`src/hdl/ppqd_pkg.sv`:
```
// ----------------------------------------------------------------------------
// ppqd_pkg
// Shared constants, control state and cell control bundle for the
// polynomial product/quotient derivative block.
// ----------------------------------------------------------------------------
package ppqd_pkg;

    localparam int MAX_DEGREE_DEF = 10;
    localparam int COEF_WIDTH_DEF = 16;

    // width of one result coefficient, sums wrap at this width
    localparam int RES_W = 41;

    typedef enum logic [2:0] {
        ST_LOAD,
        ST_PREP,
        ST_MUL,
        ST_DRAIN,
        ST_OUT
    } ppqd_state_t;

    typedef struct packed {
        logic wr;         // store the incoming item in the matching cell
        logic prep;       // form masked coefficients and derivatives
        logic shift;      // advance p chain down and q chain up
        logic acc_clr;    // clear accumulators
        logic acc_en;     // add registered products
        logic out_shift;  // move accumulators toward cell 0
        logic sub;        // quotient numerator: subtract p*q'
    } ppqd_ctrl_t;

endpackage

```
`src/hdl/ppqd_cell.sv`:
```
// ----------------------------------------------------------------------------
// ppqd_cell
// One coefficient slot: holds p and q at its power, the shifting chains of
// masked coefficients and derivatives, a product stage and an accumulator.
// ----------------------------------------------------------------------------
module ppqd_cell
    import ppqd_pkg::*;
#(
    parameter int MAX_DEGREE = MAX_DEGREE_DEF,
    parameter int COEF_WIDTH = COEF_WIDTH_DEF,
    parameter int CELL_IDX   = 0,
    localparam int IW = $clog2(MAX_DEGREE + 1),
    localparam int MW = $clog2(MAX_DEGREE + 2),
    localparam int DW = COEF_WIDTH + MW
) (
    input  logic                         aclk,
    input  ppqd_ctrl_t                   ctrl,
    input  logic        [IW-1:0]         wr_idx,
    input  logic signed [COEF_WIDTH-1:0] wr_p,
    input  logic signed [COEF_WIDTH-1:0] wr_q,
    input  logic        [IW-1:0]         p_deg,
    input  logic        [IW-1:0]         q_deg,
    input  logic signed [COEF_WIDTH-1:0] p_up,
    input  logic signed [COEF_WIDTH-1:0] q_up,
    input  logic signed [DW-1:0]         pa_up,
    input  logic signed [COEF_WIDTH-1:0] pm_up,
    input  logic signed [DW-1:0]         qd_dn,
    input  logic signed [COEF_WIDTH-1:0] qm_dn,
    input  logic signed [DW-1:0]         head_pa,
    input  logic signed [COEF_WIDTH-1:0] head_pm,
    input  logic signed [RES_W-1:0]      acc_up,
    output logic signed [COEF_WIDTH-1:0] p_out,
    output logic signed [COEF_WIDTH-1:0] q_out,
    output logic signed [DW-1:0]         pa_out,
    output logic signed [COEF_WIDTH-1:0] pm_out,
    output logic signed [DW-1:0]         qd_out,
    output logic signed [COEF_WIDTH-1:0] qm_out,
    output logic signed [RES_W-1:0]      acc_out
);

    localparam logic        [IW-1:0] K   = IW'(CELL_IDX);
    localparam logic signed [MW:0]   KP1 = (MW + 1)'(CELL_IDX + 1);

    logic signed [COEF_WIDTH-1:0]          p_reg, q_reg;
    logic signed [DW-1:0]                  pa_reg, qd_reg;
    logic signed [COEF_WIDTH-1:0]          pm_reg, qm_reg;
    logic signed [RES_W-1:0]               prod_a_reg, prod_b_reg, acc_reg;
    logic signed [COEF_WIDTH+MW:0]         dp_full, dq_full;
    logic signed [DW+COEF_WIDTH-1:0]       prod_a, prod_b;
    logic signed [RES_W-1:0]               acc_next;

    // derivative term k: (k+1) * c[k+1]
    assign dp_full = p_up * KP1;
    assign dq_full = q_up * KP1;

    assign prod_a = head_pa * qm_reg;   // p' * q
    assign prod_b = head_pm * qd_reg;   // p * q'

    always_comb begin
        if (ctrl.sub) begin
            acc_next = acc_reg + prod_a_reg - prod_b_reg;
        end else begin
            acc_next = acc_reg + prod_a_reg + prod_b_reg;
        end
    end

    always_ff @(posedge aclk) begin
        if (ctrl.wr && wr_idx == K) begin
            p_reg <= wr_p;
            q_reg <= wr_q;
        end

        if (ctrl.prep) begin
            pa_reg <= (K < p_deg) ? DW'(dp_full) : '0;
            pm_reg <= (K <= p_deg) ? p_reg : '0;
            qd_reg <= (K < q_deg) ? DW'(dq_full) : '0;
            qm_reg <= (K <= q_deg) ? q_reg : '0;
        end else if (ctrl.shift) begin
            pa_reg <= pa_up;
            pm_reg <= pm_up;
            qd_reg <= qd_dn;
            qm_reg <= qm_dn;
        end

        prod_a_reg <= RES_W'(prod_a);
        prod_b_reg <= RES_W'(prod_b);

        if (ctrl.acc_clr) begin
            acc_reg <= '0;
        end else if (ctrl.acc_en) begin
            acc_reg <= acc_next;
        end else if (ctrl.out_shift) begin
            acc_reg <= acc_up;
        end
    end

    assign p_out   = p_reg;
    assign q_out   = q_reg;
    assign pa_out  = pa_reg;
    assign pm_out  = pm_reg;
    assign qd_out  = qd_reg;
    assign qm_out  = qm_reg;
    assign acc_out = acc_reg;

endmodule
```
`config.mk`:
```
export PLATFORM = sky130hd
export DESIGN_NAME = ppqd_cell
export DESIGN_NICKNAME = d
export VERILOG_FILES = /design/src/hdl/ppqd_pkg.sv /design/src/hdl/ppqd_cell.sv
export SDC_FILE = /design/constraint.sdc
export NUM_CORES = 2
export LEC_CHECK = 0
export BUFFER_PORTS_ARGS = -buffer_cell sky130_fd_sc_hd__buf_4
export CAP_MARGIN = 30
export CORE_UTILIZATION = 35
export DETAILED_ROUTE_END_ITERATION = 10
export PLACE_DENSITY_LB_ADDON = 0.3
export SYNTH_ARGS = -nofsm -noshare
export SYNTH_HDL_FRONTEND = slang
export SYNTH_SLANG_ARGS = --single-unit
```
`constraint.sdc`:
```
create_clock -name aclk -period 16.95 [get_ports aclk]
set_clock_uncertainty 0.2 [all_clocks]
set_input_delay 2.5425 -clock aclk [delete_from_list [all_inputs] [get_ports aclk]]
set_output_delay 2.5425 -clock aclk [all_outputs]
set_load 0.01 [all_outputs]
```
**Yosys cells after proc, flatten, opt, wreduce, memory -nomap -nowiden**

Index checks and enable logic that the tools add are counted.

- Register bits: 217
- Input port bits: 233
- Output and inout port bits: 145
- Logic and storage cells: 37

- $add $sub $neg: 3
- Multiply operators: 2
- Magnitude comparators: 4
- Multiplexer cells: 15
- Reductions and logical operators: 4

Operators by type and width:

| operator | number |
|---|---|
| two-way mux 41 bit | 3 |
| two-way mux 20 bit | 6 |
| two-way mux 16 bit | 6 |
| adder 41 x 36 -> 41 bit | 2 |
| subtractor 41 x 36 -> 41 bit | 1 |
| multiplier 16 x 20 -> 36 bit | 1 |
| multiplier 20 x 16 -> 36 bit | 1 |
| <= comparator 1 x 4 -> 1 bit (first input constant) | 2 |
| < comparator 1 x 4 -> 1 bit (first input constant) | 2 |
| logical NOT 4 bit | 1 |
| nonzero test 2 bit | 2 |
| logical AND 1 bit | 1 |

**Longest topological paths before layout**

- Word-level depth: 4
- Mapped depth: 26
- Depth with buffers taken out: 25

**Worst setup path after synthesis**

Ideal clock, no wire load.

- Path kind: input port to flip-flop
- From: input head_pm[1]
- To: register prod_b_reg[32]
- Library setup time: 0.072 ns
- Arrival time: 8.208 ns
- Setup slack: 8.470 ns
- Cell stages on the path: 20
- Buffers on the path: 1
- Cells stage by stage: clkbuf_1 > nand2_1 > fa_1 > fa_1 > fa_1 > fa_1 > inv_1 > fa_1 > fa_1 > ha_1 > a21o_1 > a221o_1 > a21o_1 > o21ai_1 > o221ai_1 > a41oi_1 > a21oi_1 > o21a_1 > nor2_1 > xnor2_1

- Longest elaborated chain between the ends: 1

Ends and longest elaborated chain:

| item | line | source |
|---|---|---|
| from (decl) | ppqd_cell.sv:30 | `input logic signed [COEF_WIDTH-1:0] head_pm,` |
| multiplier 16 x 20 -> 36 bit | ppqd_cell.sv:57 | `assign prod_b = head_pm * qd_reg;` |
| via prod_b[32] | ppqd_cell.sv:49 | `logic signed [DW+COEF_WIDTH-1:0] prod_a, prod_b;` |
| to (signal assigned) | ppqd_cell.sv:86 | `prod_b_reg <= RES_W'(prod_b);` |
| to (decl) | ppqd_cell.sv:47 | `logic signed [RES_W-1:0] prod_a_reg, prod_b_reg, acc_reg;` |

The timed path passes the listed nets, and every way through them passes these cells.
A chain may end at the register's enable or synchronous reset.

**Worst setup path in the final report**

- From: input head_pm[15]
- To: register prod_b_reg[32]

The elaborated chain is that of the path after synthesis.

==> run_results.csv <==
group,metric,value,unit
outcome,status,"finished clean",
grt,antenna_found_initial,2,
clock_tree,cts_sinks,217,
sta,tns,0,ns
min_path,min_path_type,"flop to flop",
critical_path,cp_max_fo,17,
logic_synthesis,syn_area,35800,µm²
logic_synthesis,yosysTopAreaCell,"fa_1",
layout,multi_input_area,26900,µm²
layout,nNetsFinal,5250,
grt,grt_max_degree,65,
layout,synthToLayoutAreaGrowth,14.0,%
detailed_routing,vias_per_cell,4.93,
layout,largest_register_ffs,41,
floorplanning,die_x,322,µm
layout,final_util,0.405,
clock_tree,cts_tree,"done",
logic_synthesis,seq_area_frac_synth,0.151,
place,place.gp.congestion,0.885,
floorplanning,die_area,103000,µm²
logic_synthesis,synth_edf_count,104,
detailed_routing,wl,95400,µm
grt,grt.total_usage,0.189,
clock_tree,post_cts_buffers,0,
logic_synthesis,synth_commonest_cells,"inv_1 (772), fa_1 (638), nand2_1 (395)",
critical_path,endpoint_kind,"flop",
detailed_routing,drt_iter0_drc,1416,
detailed_routing,routed-via-count,27100,
floorplanning,dieHeight,322,µm
sta,finalCritPeriodShare,0.505,
clock_tree,hold_buffers,0,
sta,slew_viol_final,0,
critical_path,required,17.28,ns
grt,grt_pass1_vias,28800,
clock_tree,numCtsBuffers,30,
sta,worst_slack,8.38,ns
logic_synthesis,ys_warn_count,0,
layout,drive_gt1_frac,0.119,
critical_path,max_stage_delay,0.51,ns
critical_path,critPathBufInv,4,
layout,register_area,5390,µm²
place,pre_cts_ws,7.82,ns
sta,hold_slack,0.376,ns
detailed_routing,wl_per_cell,17.3,µm
sta,setup_viol,0,
layout,fill_cells,10100,
logic_synthesis,synth_area_leaders,"fa_1 (36%), ha_1 (9.1%), edfxtp_1 (8.7%)",
critical_path,critPathTopFamily,"adder cells",
floorplanning,initial_core_util,0.355,
floorplanning,core,101000,µm²
job,drv_cap,0,
sta,hold_violations,0,
critical_path,critPathSlowestCell,"fa_1",
critical_path,criticalPathCategory,"input port to flop",
critical_path,cp.arrival,8.89,ns
clock_tree,clk_latency,0.61,ns
sta,clock.fmax,117,MHz
grt,grt_overflow,0,
floorplanning,rows,116,
critical_path,critPathLaunchType,"input port",
logic_synthesis,syn_nets,4984,
grt,grt_pass1_wl,154000,µm
clock_tree,clockBufferDepth,3,
critical_path,path_cells,"buf_4 -> clkinv_1 -> nor2_1 -> fa_1 -> fa_1 -> fa_1 -> fa_1 -> fa_1 -> inv_1 -> fa_1 -> inv_1 -> ha_1 -> a211o_1 -> a211o_1 -> o21ai_1 -> o221ai_1 -> a41oi_1 -> a21oi_1 -> o21a_1 -> nor2_1 -> xnor2_1",
logic_synthesis,async_flop_share,0,
logic_synthesis,synth-seq-cells,217,
sta,max_slew_margin,0.277,
logic_synthesis,netlist.area_leader.share,0.357,
sta,layout_min_cycle_time,8.57,ns
place,dp_hpwl,77200,µm
floorplanning,num_io_pins,378,
clock_tree,clk_pin_slew_worst_paths,0.06,ns
clock_tree,cts_resized,0,
detailed_routing,ant_nets,0,
sta,worst_slew_pin_slew,1.07,ns
logic_synthesis,syn_area_per_cell,9.28,µm²
logic_synthesis,yosys.cell_count.top_type,"inv_1",
sta,rsz0062_at_grt,"no",
logic_synthesis,ys.flop_type,"dfxtp_1",
detailed_routing,dr.pass1.iters,5,
logic_synthesis,synthesis.instances,3852,
clock_tree,clock-root-buffer,"clkbuf_16",
critical_path,path_common_cell,"fa_1",
detailed_routing,drcViolationCount,0,
clock_tree,ctsHtreeMaxLevel,1,
logic_synthesis,synth_cell_type_count,79,
critical_path,rrSetupSlack,9.46,ns
place,port-buffer-count,377,
layer usage:
layer  track usage  share of wire
met1         0.243           0.42
met2         0.326           0.49
met3        0.0266          0.058
met4        0.0583          0.031
met5             0              0
final timing paths:
kind                            start                     end  cells after the start
setup / recovery          head_pm[15]  prod_b_reg[32]$_DFF_P_                     21
hold / removal     p_out[5]$_DFFE_PP_     pm_out[5]$_DFFE_PP_                      1
setup reg to reg  qm_out[1]$_DFFE_PP_  prod_a_reg[35]$_DFF_P_                     21
hold reg to reg    p_out[5]$_DFFE_PP_     pm_out[5]$_DFFE_PP_                      1
layout by cell type (no fill, tap or decap), drive strengths merged, types with 7 or more instances in the layout:
master and count:
o21ai 120, fa 638, mux2i 12, or3 9
nand3 26, xor2 46, a21o 67, o21a 30
buf 385, and2 310, nor2 140, a21oi 131
nand4 14, and4 7, nor2b 46, nand2b 30
ha 261, and3 11, mux2 33, nand2 395
or2 7, o21bai 18, a31oi 19, edfxtp 104
clkbuf 39, nor3 32, a211o 7, dfxtp 113
inv 773, a211oi 82, clkinv 13, xnor2 129
through the flow:
step / area (µm²) / std cells
floorplan: 35800 / 3852
global placement: 39800 / 5443
detailed placement: 39800 / 5443
CTS: 40700 / 5498
global route: 40700 / 5499
finish: 40700 / 5499
final cells by class:
type,instances,area share
Multi-Input combinational cell,2710,0.660
Timing Repair Buffer,385,0.0709
Clock inverter,16,0.00341
Tap cell,1357,0.0417
Antenna cell,1,0.0000614
Clock buffer,39,0.0203
Inverter,774,0.0713
Sequential cell,217,0.132
kinds of logic (layout without fill, tap and decap cells):
group,count (synthesis),after routing,synth area share
AND/OR/NAND/NOR,1048,1048,0.146
XOR/XNOR,175,175,0.0429
other,0,1,0
adder cells (fa/ha/maj),899,899,0.449
AO/OA/AOI/OAI,543,543,0.102
multiplexers,45,45,0.0138
buffers and inverters,925,1214,0.0971
flip-flops,217,217,0.151
Power is left out: the tool's default activity adds up to more than one toggle a clock period on the data nets, which glitch-free logic cannot reach.
